## src/rtl/variable_width_alu_macros.svh

```systemverilog
// ----------------------------------------------------------------------------
// Variable width ALU assertion macros
// Shared concurrent assertion helpers, clocked on clk, disabled in reset.
// ----------------------------------------------------------------------------
`ifndef VARIABLE_WIDTH_ALU_MACROS_SVH
`define VARIABLE_WIDTH_ALU_MACROS_SVH
`ifndef SYNTH
// same-cycle implication
`define VWA_ASSERT_IMP(lbl, ante, cons) \
  lbl: assert property (@(posedge clk) disable iff (!rst_n) (ante) |-> (cons)) \
    else $error("assertion failed");
// next-cycle implication
`define VWA_ASSERT_NXT(lbl, ante, cons) \
  lbl: assert property (@(posedge clk) disable iff (!rst_n) (ante) |=> (cons)) \
    else $error("assertion failed");
`else
`define VWA_ASSERT_IMP(lbl, ante, cons)
`define VWA_ASSERT_NXT(lbl, ante, cons)
`endif
`endif

```

## src/rtl/vwa_pkg.sv

```systemverilog
// ----------------------------------------------------------------------------
// vwa_pkg
// Types, opcodes and constants of the variable width ALU.
// ----------------------------------------------------------------------------
package vwa_pkg;

  localparam int DATA_W     = 64;
  localparam int MAX_WIDTH  = 64;
  localparam int WID_W      = 7;
  localparam int OP_W       = 5;
  localparam int SH_W       = $clog2(DATA_W);
  localparam int HALF_W     = DATA_W / 2;
  localparam int DIV_STAGES = DATA_W;

  typedef enum logic [OP_W-1:0] {
    OP_NEG  = 5'd0,
    OP_RAND = 5'd1,
    OP_ROR  = 5'd2,
    OP_RXOR = 5'd3,
    OP_INV  = 5'd4,
    OP_LNOT = 5'd5,
    OP_PLUS = 5'd6,
    OP_ADD  = 5'd7,
    OP_SUB  = 5'd8,
    OP_MUL  = 5'd9,
    OP_DIV  = 5'd10,
    OP_AND  = 5'd11,
    OP_OR   = 5'd12,
    OP_XOR  = 5'd13,
    OP_EQ   = 5'd14,
    OP_GE   = 5'd15,
    OP_LE   = 5'd16,
    OP_LT   = 5'd17,
    OP_GT   = 5'd18,
    OP_LSR  = 5'd19,
    OP_ASR  = 5'd20
  } op_t;

  typedef struct packed {
    logic [OP_W-1:0]   action;
    logic [DATA_W-1:0] operand_a;
    logic [DATA_W-1:0] operand_b;
    logic [WID_W-1:0]  op_width;
    logic              is_signed;
  } in_t;

  typedef struct packed {
    logic [DATA_W-1:0] result_bits;
    logic              fault;
  } out_t;

  // decoded operands after the front stage
  typedef struct packed {
    logic [OP_W-1:0]   op;
    logic [WID_W-1:0]  w;
    logic [DATA_W-1:0] mask;
    logic [DATA_W-1:0] top;
    logic [DATA_W-1:0] a;
    logic [DATA_W-1:0] b;
    logic [DATA_W-1:0] aa;
    logic [DATA_W-1:0] ba;
    logic              sgn;
    logic              an;
    logic              bn;
    logic              fault;
  } prep_t;

  // data carried alongside the divider
  typedef struct packed {
    logic [OP_W-1:0]   op;
    logic [DATA_W-1:0] mask;
    logic              an;
    logic              bn;
    logic              fault;
    logic [DATA_W-1:0] simple;
    logic [DATA_W-1:0] prod;
  } side_t;

endpackage

```

## src/rtl/vwa_prep.sv

```systemverilog
// ----------------------------------------------------------------------------
// vwa_prep
// Width decode, operand truncation, sign and magnitude extraction.
// ----------------------------------------------------------------------------
module vwa_prep import vwa_pkg::*; (
  input  in_t   din,
  output prep_t dout
);

  logic [WID_W-1:0]  w;
  logic [DATA_W-1:0] mask, top, a, b;
  logic              an, bn;

  // clamp width to 1..MAX_WIDTH
  always_comb begin
    if (din.op_width == '0) begin
      w = WID_W'(1);
    end else if (din.op_width > WID_W'(MAX_WIDTH)) begin
      w = WID_W'(MAX_WIDTH);
    end else begin
      w = din.op_width;
    end
  end

  assign mask = {DATA_W{1'b1}} >> (WID_W'(DATA_W) - w);
  assign top  = {{(DATA_W-1){1'b0}}, 1'b1} << (w - WID_W'(1));
  assign a    = din.operand_a & mask;
  assign b    = din.operand_b & mask;
  assign an   = din.is_signed & (|(a & top));
  assign bn   = din.is_signed & (|(b & top));

  // sign and magnitude
  always_comb begin
    dout      = '0;
    dout.op   = din.action;
    dout.w    = w;
    dout.mask = mask;
    dout.top  = top;
    dout.a    = a;
    dout.b    = b;
    dout.aa   = an ? ((~a + DATA_W'(1)) & mask) : a;
    dout.ba   = bn ? ((~b + DATA_W'(1)) & mask) : b;
    dout.sgn  = din.is_signed;
    dout.an   = an;
    dout.bn   = bn;
    dout.fault = (din.action > OP_ASR) || ((din.action == OP_DIV) && (b == '0));
  end

endmodule

```

## config.mk

```make
export PLATFORM = sky130hd
export DESIGN_NAME = vwa_prep
export DESIGN_NICKNAME = d
export VERILOG_FILES = /design/src/rtl/variable_width_alu_macros.svh /design/src/rtl/vwa_pkg.sv /design/src/rtl/vwa_prep.sv
export SDC_FILE = /design/constraint.sdc
export NUM_CORES = 1
export LEC_CHECK = 0
export BUFFER_PORTS_ARGS = -buffer_cell sky130_fd_sc_hd__buf_4
export CELL_PAD_IN_SITES_DETAIL_PLACEMENT = 1
export CELL_PAD_IN_SITES_GLOBAL_PLACEMENT = 2
export CORE_AREA = 2 2 209 211
export DETAILED_ROUTE_END_ITERATION = 16
export DIE_AREA = 0 0 211 213
export GPL_TIMING_DRIVEN = 0
export PLACE_DENSITY = 0.84
export SYNTH_ARGS = -nofsm -noshare
export SYNTH_HDL_FRONTEND = slang
export SYNTH_SLANG_ARGS = --single-unit
```

## constraint.sdc

```tcl
create_clock -name vclk -period 5.21
set_input_delay 0.2605 -clock vclk [all_inputs]
set_output_delay 0.2605 -clock vclk [all_outputs]
set_load 0.05 [all_outputs]
```

==> metrics, run 1 <==
status complete, but fails checks; failing checks max-capacitance violations, max-slew violations, negative setup slack; Pwr per Cell Area a little under 200 nW/um^2; DP Wirelength between 80 and 90 mm; YS warnings 0; Syn-to-layout area delta 79.7%; largest net degree at the start of global routing 11; Gate Count Post-Synth between 1000 and 1500; initial antenna violation count 6; row cnt 76; Net Sw Power ~2200 uW; die area around 45000 sq um; top-count cell post-synth nor2_1; total track usage 0.440; Seq/Total Area, Yosys 0; Die Y-Extent about 210 um; worst endpoint required time between 4 and 5 ns; Final Wtd Congestion ~1.1; Post-DP Area between 10000 and 15000 sq um; register share of total power 0; Vias/cell 6.31; WL/cell 39.4 um; Yosys top cell area share 0.0576; Tmin final 5.26 ns; Initial Utilization 0.208; RSZ-0062 raised after global routing yes; Initial DRT Pass Iterations 5; Comb pwr share 1.000; final core occ 0.373; Ports 541; VDD IR max between 0.1 and 0.15 mV; number of global-route vias before repair about 16000; Int Pwr approximately 890 uW; area occupied by multi-input gates slightly above 9000 sq um; worst hold slack 0.879 ns; Final Hold Vio Count 0; Clock Power Share 0; input/output buffers around 540; Max Fclk around 190 MHz; fin area 15900 sq um; crit path launch type input pin; hold crit path type input pin to primary output; drt total wl just over 100 mm; Worst-Margin Slew 1.49 ns; DRC viols 0; nets 2235; Fin Setup TNS -0.146 ns; Slew headroom -0.00642; Antenna Nets Post-Route 0; core area 42700 sq um; Register Area 0 sq um; Mapped Avg Cell Area between 6 and 7 sq um; CLK BUF 0; Tcrit/Tclk final 1.01; largest area contributor in the netlist nor2_1; # fillers approximately 5400; Net Sw Frac 0.713; Pleak 0.00706 uW; Synth Cell Area 8870 sq um; first-pass GRT wire length 137 mm; share of layout cells above drive strength 1 0.474; syn_nets roughly 1600; Synth top cells by count nor2_1 (136), nand2_1 (123), inv_1 (119); final setup fails 5; CP arrival 5.00 ns; MaxCap Viol Count 1; Yosys cell types 102; crit-path max FO 10; drt first-iter violations 1749; Vias 16627; Synth area leaders nor2_1 (5.8%), nand2_1 (5.2%), inv_1 (5.0%), a21oi_1 (4.7%), o21ai_0 (4.6%); sequential cells 0; Die X between 200 and 250 um; gr ovfl total 0; CP Capture Type primary output; worst setup margin -0.0473 ns; max-slew violation count 1; Worst Path Class, Setup input pin to primary output; dpl ws -3.33 ns
## per-stage QoR
stage | power (uW) | cells
final | 3110 | 2635
after global placement | 2780 | 2556
after CTS | 2970 | 2608
after global routing | 3160 | 2632
after detailed placement | 2800 | 2564
after floorplan | 1690 | 1472
## cell usage in the layout (no fill, tap or decap), types with 11 or more instances in the layout
cell	count
or2_2	11
a21oi_1	63
nand3_1	53
nor2b_1	16
clkbuf_1	26
inv_1	115
buf_4	635
nor4_1	28
a21oi_2	16
nor3_1	44
mux2_2	24
or4_1	14
a31oi_1	27
mux2i_2	21
nor2_1	128
buf_6	18
and3_1	22
o21ai_1	17
nand4_1	32
a21boi_2	13
o211ai_1	20
and2_1	42
or3_1	51
buf_2	23
nand2_1	117
nand2b_1	30
o21ai_0	59
o21ai_2	12
## worst max-delay path, cell delays in order
cell        delay, ns
buf_4            0.13
buf_4            0.18
o21ba_4          0.28
a21oi_4          0.17
clkinvlp_4       0.27
ha_4             0.35
clkbuf_8         0.21
nor4b_4          0.46
buf_4            0.26
nand2_1          0.22
nor2_1           0.43
a221oi_1         0.17
nand4_1          0.11
buf_4            0.15
o21ai_4          0.09
buf_2            0.23
or4b_2           0.67
o21ai_2          0.10
buf_4            0.22
## cells by family (layout without fill, tap and decap cells)
kind of cell,Yosys count,in the layout,synth area share
xor gates and xnor gates,11,11,0.0109
adders and majority gates,7,7,0.00987
buffers and inverters,253,866,0.122
and+or+nand+nor,719,719,0.453
AOI/OAI and AO/OA,420,420,0.331
muxes,61,61,0.0729
other,1,5,0.000423
## power by group through the flow
stage / Sequential [uW] / Clock (uW) / Combinational [uW]
3_3_place_gp: 0 / 0 / 2780
3_5_place_dp: 0 / 0 / 2800
5_1_grt: 0 / 0.0000258 / 3160
4_1_cts: 0 / 0 / 2970
2_1_floorplan: 0 / 0 / 1690
6_report: 0 / 0.0000907 / 3110
## final cells by class
| cell class | instances | share of cell area |
|---|---|---|
| Antenna cell | 4 | 0.000628 |
| Buffer | 115 | 0.0530 |
| Inverter | 128 | 0.0311 |
| Multi-Input combinational cell | 1219 | 0.575 |
| Tap cell | 546 | 0.0429 |
| Timing Repair Buffer | 623 | 0.297 |
## path summary, 6_finish.rpt
check | end | slack, ns | cells after the start | from
hold / removal | dout[398] | 0.88 | 3 | din[139]
setup / recovery | dout[89] | -0.05 | 19 | din[2]
## per-layer routing
metal | vias to the layer above | wire, um | global-route usage
li1 | 6729 | - | -
met1 | 8361 | 40900 | 0.559
met2 | 1245 | 46000 | 0.702
met3 | 290 | 9820 | 0.0766
met4 | 2 | 7170 | 0.252
met5 | - | 10 | 0
## repair_timing
item | CTS | global route
hold buffers | 0 | 0
pin swaps | 31 | 26
setup buffers | 53 | 22
gates cloned | 1 | 1
endpoints found under the setup margin | 249 | 121
resized for setup | 234 | 73
Power figures use the tool's default switching activity.
==> run 2, diff against run 1 <==
--- a/config.mk
+++ b/config.mk
@@ -5,14 +5,14 @@
 export SDC_FILE = /design/constraint.sdc
 export NUM_CORES = 1
 export LEC_CHECK = 0
+export ABC_AREA = 1
 export BUFFER_PORTS_ARGS = -buffer_cell sky130_fd_sc_hd__buf_4
 export CELL_PAD_IN_SITES_DETAIL_PLACEMENT = 1
 export CELL_PAD_IN_SITES_GLOBAL_PLACEMENT = 2
-export CORE_AREA = 2 2 209 211
+export CORE_UTILIZATION = 20
 export DETAILED_ROUTE_END_ITERATION = 16
-export DIE_AREA = 0 0 211 213
 export GPL_TIMING_DRIVEN = 0
-export PLACE_DENSITY = 0.84
+export PLACE_DENSITY = 0.87
 export SYNTH_ARGS = -nofsm -noshare
 export SYNTH_HDL_FRONTEND = slang
 export SYNTH_SLANG_ARGS = --single-unit
==> run 2 against run 1 <==
The flow now finishes without violations. Synthesized area up 17%. Sequential share of layout area unchanged. Critical path depth rose by 5. Largest cell class unchanged.
==> metrics, run 2 <==
number of antenna diodes 0; Initial Utilization 0.202; status completed; worst hold slack a little under 0.8 ns; die area 52800 sq um; Seq/Total Area, Yosys 0; mux cell area share after synthesis 0; fin area 15900 sq um; Tcrit/Tclk final 0.998; WL met1 about 47 mm; Tmin final slightly above 5 ns; drt first-iter violations approximately 1800; MaxCap Viol Count 0; drt total wl around 110 mm; DRC viols 0; Mapped Avg Cell Area 4.26 sq um; dpl ws -1.54 ns; Max Fclk 192 MHz; Ports 541; Register Area 0 sq um; VDD IR max approximately 0.11 mV; commonest non-fill, non-tap cell in the layout nand2_1; Top Metal Used met5; largest net degree at the start of global routing 11; Pwr per Cell Area just over 200 nW/um^2; Synth top cells by count nand2_1 (921), nor2_1 (509), inv_1 (335); WL/cell between 30 and 40 um; Die Y-Extent about 230 um; Vias approximately 19000; # fillers around 7300; RSZ-0062 raised after global routing yes; most used cell, CP nor2_1; Synth area leaders nand2_1 (33%), nor2_1 (18%), nand3_1 (13%), inv_1 (12%), o21ai_0 (4.4%); Initial DRT Pass Iterations 5; YS warnings 0; worst path bufs/invs 7; gr ovfl total 0; metal2 WL 51.2 mm; Post-DP Area about 15000 sq um; met3 wire length 7.14 mm; Adder-Cell Fraction of Synth Area 0.00844; Fin Setup TNS 0 ns; number of global-route vias before repair between 15000 and 20000; sequential cells 0; Die X approximately 230 um; CP Depth 24; commonest non-fill, non-tap cells in the layout nand2_1 (903), buf_4 (579), nor2_1 (449), inv_1 (330), nand3_1 (254); crit-path leading delay family simple AND/OR/NAND/NOR gates; syn_nets around 2600; first-pass GRT wire length roughly 150 mm; Vias/cell between 5 and 6; Gate Count Post-Synth approximately 2400; max-slew violation count 0; CLK BUF 0; top-count cell post-synth nand2_1; worst setup margin between 0.01 and 0.015 ns; Slowest-stage cell, CP nor2_1; largest area contributor in the netlist nand2_1; hold crit path type input pin to primary output; nets 3143; total track usage 0.403; Pleak approximately 0.0094 uW; cells along the critical path buf_4, nor2_1, nand2_1, o21ai_1, nand2_2, inv_1, ha_2, inv_1, nor2_4, buf_4, inv_1, nor2_1, nand3_1, nor2_1, nor2_1, nand2_1, nor2_1, nand2_1, nor2_1, nand2_1, nand2_4, buf_4, o21ai_0, buf_4; core area between 50000 and 60000 sq um; CP arrival 4.94 ns; xor/xnor share of the synthesized area 0.0329; Worst Path Class, Setup input pin to primary output; Yosys top cell area share 0.333; largest family of logic cells by synthesized area simple AND/OR/NAND/NOR gates; Yosys cell types 33; Synth Cell Area 10400 sq um; Antenna Nets Post-Route 0; CP Capture Type primary output; worst endpoint required time slightly below 5 ns; input/output buffers between 500 and 600; Post-Synth Simple-Gate Area 0.723; Compound-Gate Fraction of Synth Area 0.0697; Final Wtd Congestion 1.02; Worst-Margin Slew between 0.9 and 1 ns; Syn-to-layout area delta 53.1%; Crit path largest cell delay 0.41 ns; Final Hold Vio Count 0; row cnt a little over 80; crit-path max FO 10; Crit. Startpoint din[6]; Slew headroom 0.350; DP Wirelength a little under 100 mm; final setup fails 0; initial antenna violation count 4; Hold Crit Depth 2; share of layout cells above drive strength 1 0.254; crit path launch type input pin; Hold Path Origin din[0]
[run 2: report_power, final]
| group | total [uW] | switching, uW | internal, uW |
|---|---|---|---|
| Combinational | 3270 | 2510 | 767 |
| Clock | 0 | 0 | 0 |
| Sequential | 0 | 0 | 0 |
[run 2: kinds of logic after synthesis]
kind of cell,after synthesis
AND/OR/NAND/NOR,1817
buffers and inverters,429
AO/OA/AOI/OAI,140
XOR/XNOR,39
adder cells (fa/ha/maj),7
other,1
[run 2: per-layer routing]
| layer | GRT usage | up-vias |
|---|---|---|
| met4 | 0.185 | 6 |
| met1 | 0.520 | 9491 |
| met2 | 0.674 | 990 |
| li1 | - | 8651 |
| met3 | 0.0404 | 204 |
| met5 | 0 | - |
[run 2: layout make-up]
class	instances	area, sq um	area share
timing repair buffer	560	4230	0.266
buffer	76	428	0.0269
tap	680	851	0.0536
multi-input combinational	2004	9050	0.570
inverter	353	1330	0.0837
[run 2: final timing paths]
kind                  slack [ns]        end
worst max-delay path        0.01  dout[106]
worst min-delay path        0.78    dout[3]
[run 2: what timing repair did]
action                     in CTS  in global routing
resized for setup              82                 62
setup endpoints to repair     129                123
pin swaps                       9                  3
hold buffers                    0                  0
setup buffers                  19                  2
hold endpoints to repair        0                  0
[run 2: through the flow]
| stage | utilization | cells | power (uW) |
|---|---|---|---|
| finish | 0.310 | 3673 | 3270 |
| global route | 0.310 | 3673 | 3380 |
| CTS | 0.306 | 3671 | 3200 |
| detailed placement | 0.298 | 3652 | 3140 |
| global placement | 0.298 | 3652 | 3130 |
| floorplan | - | 2433 | 1900 |
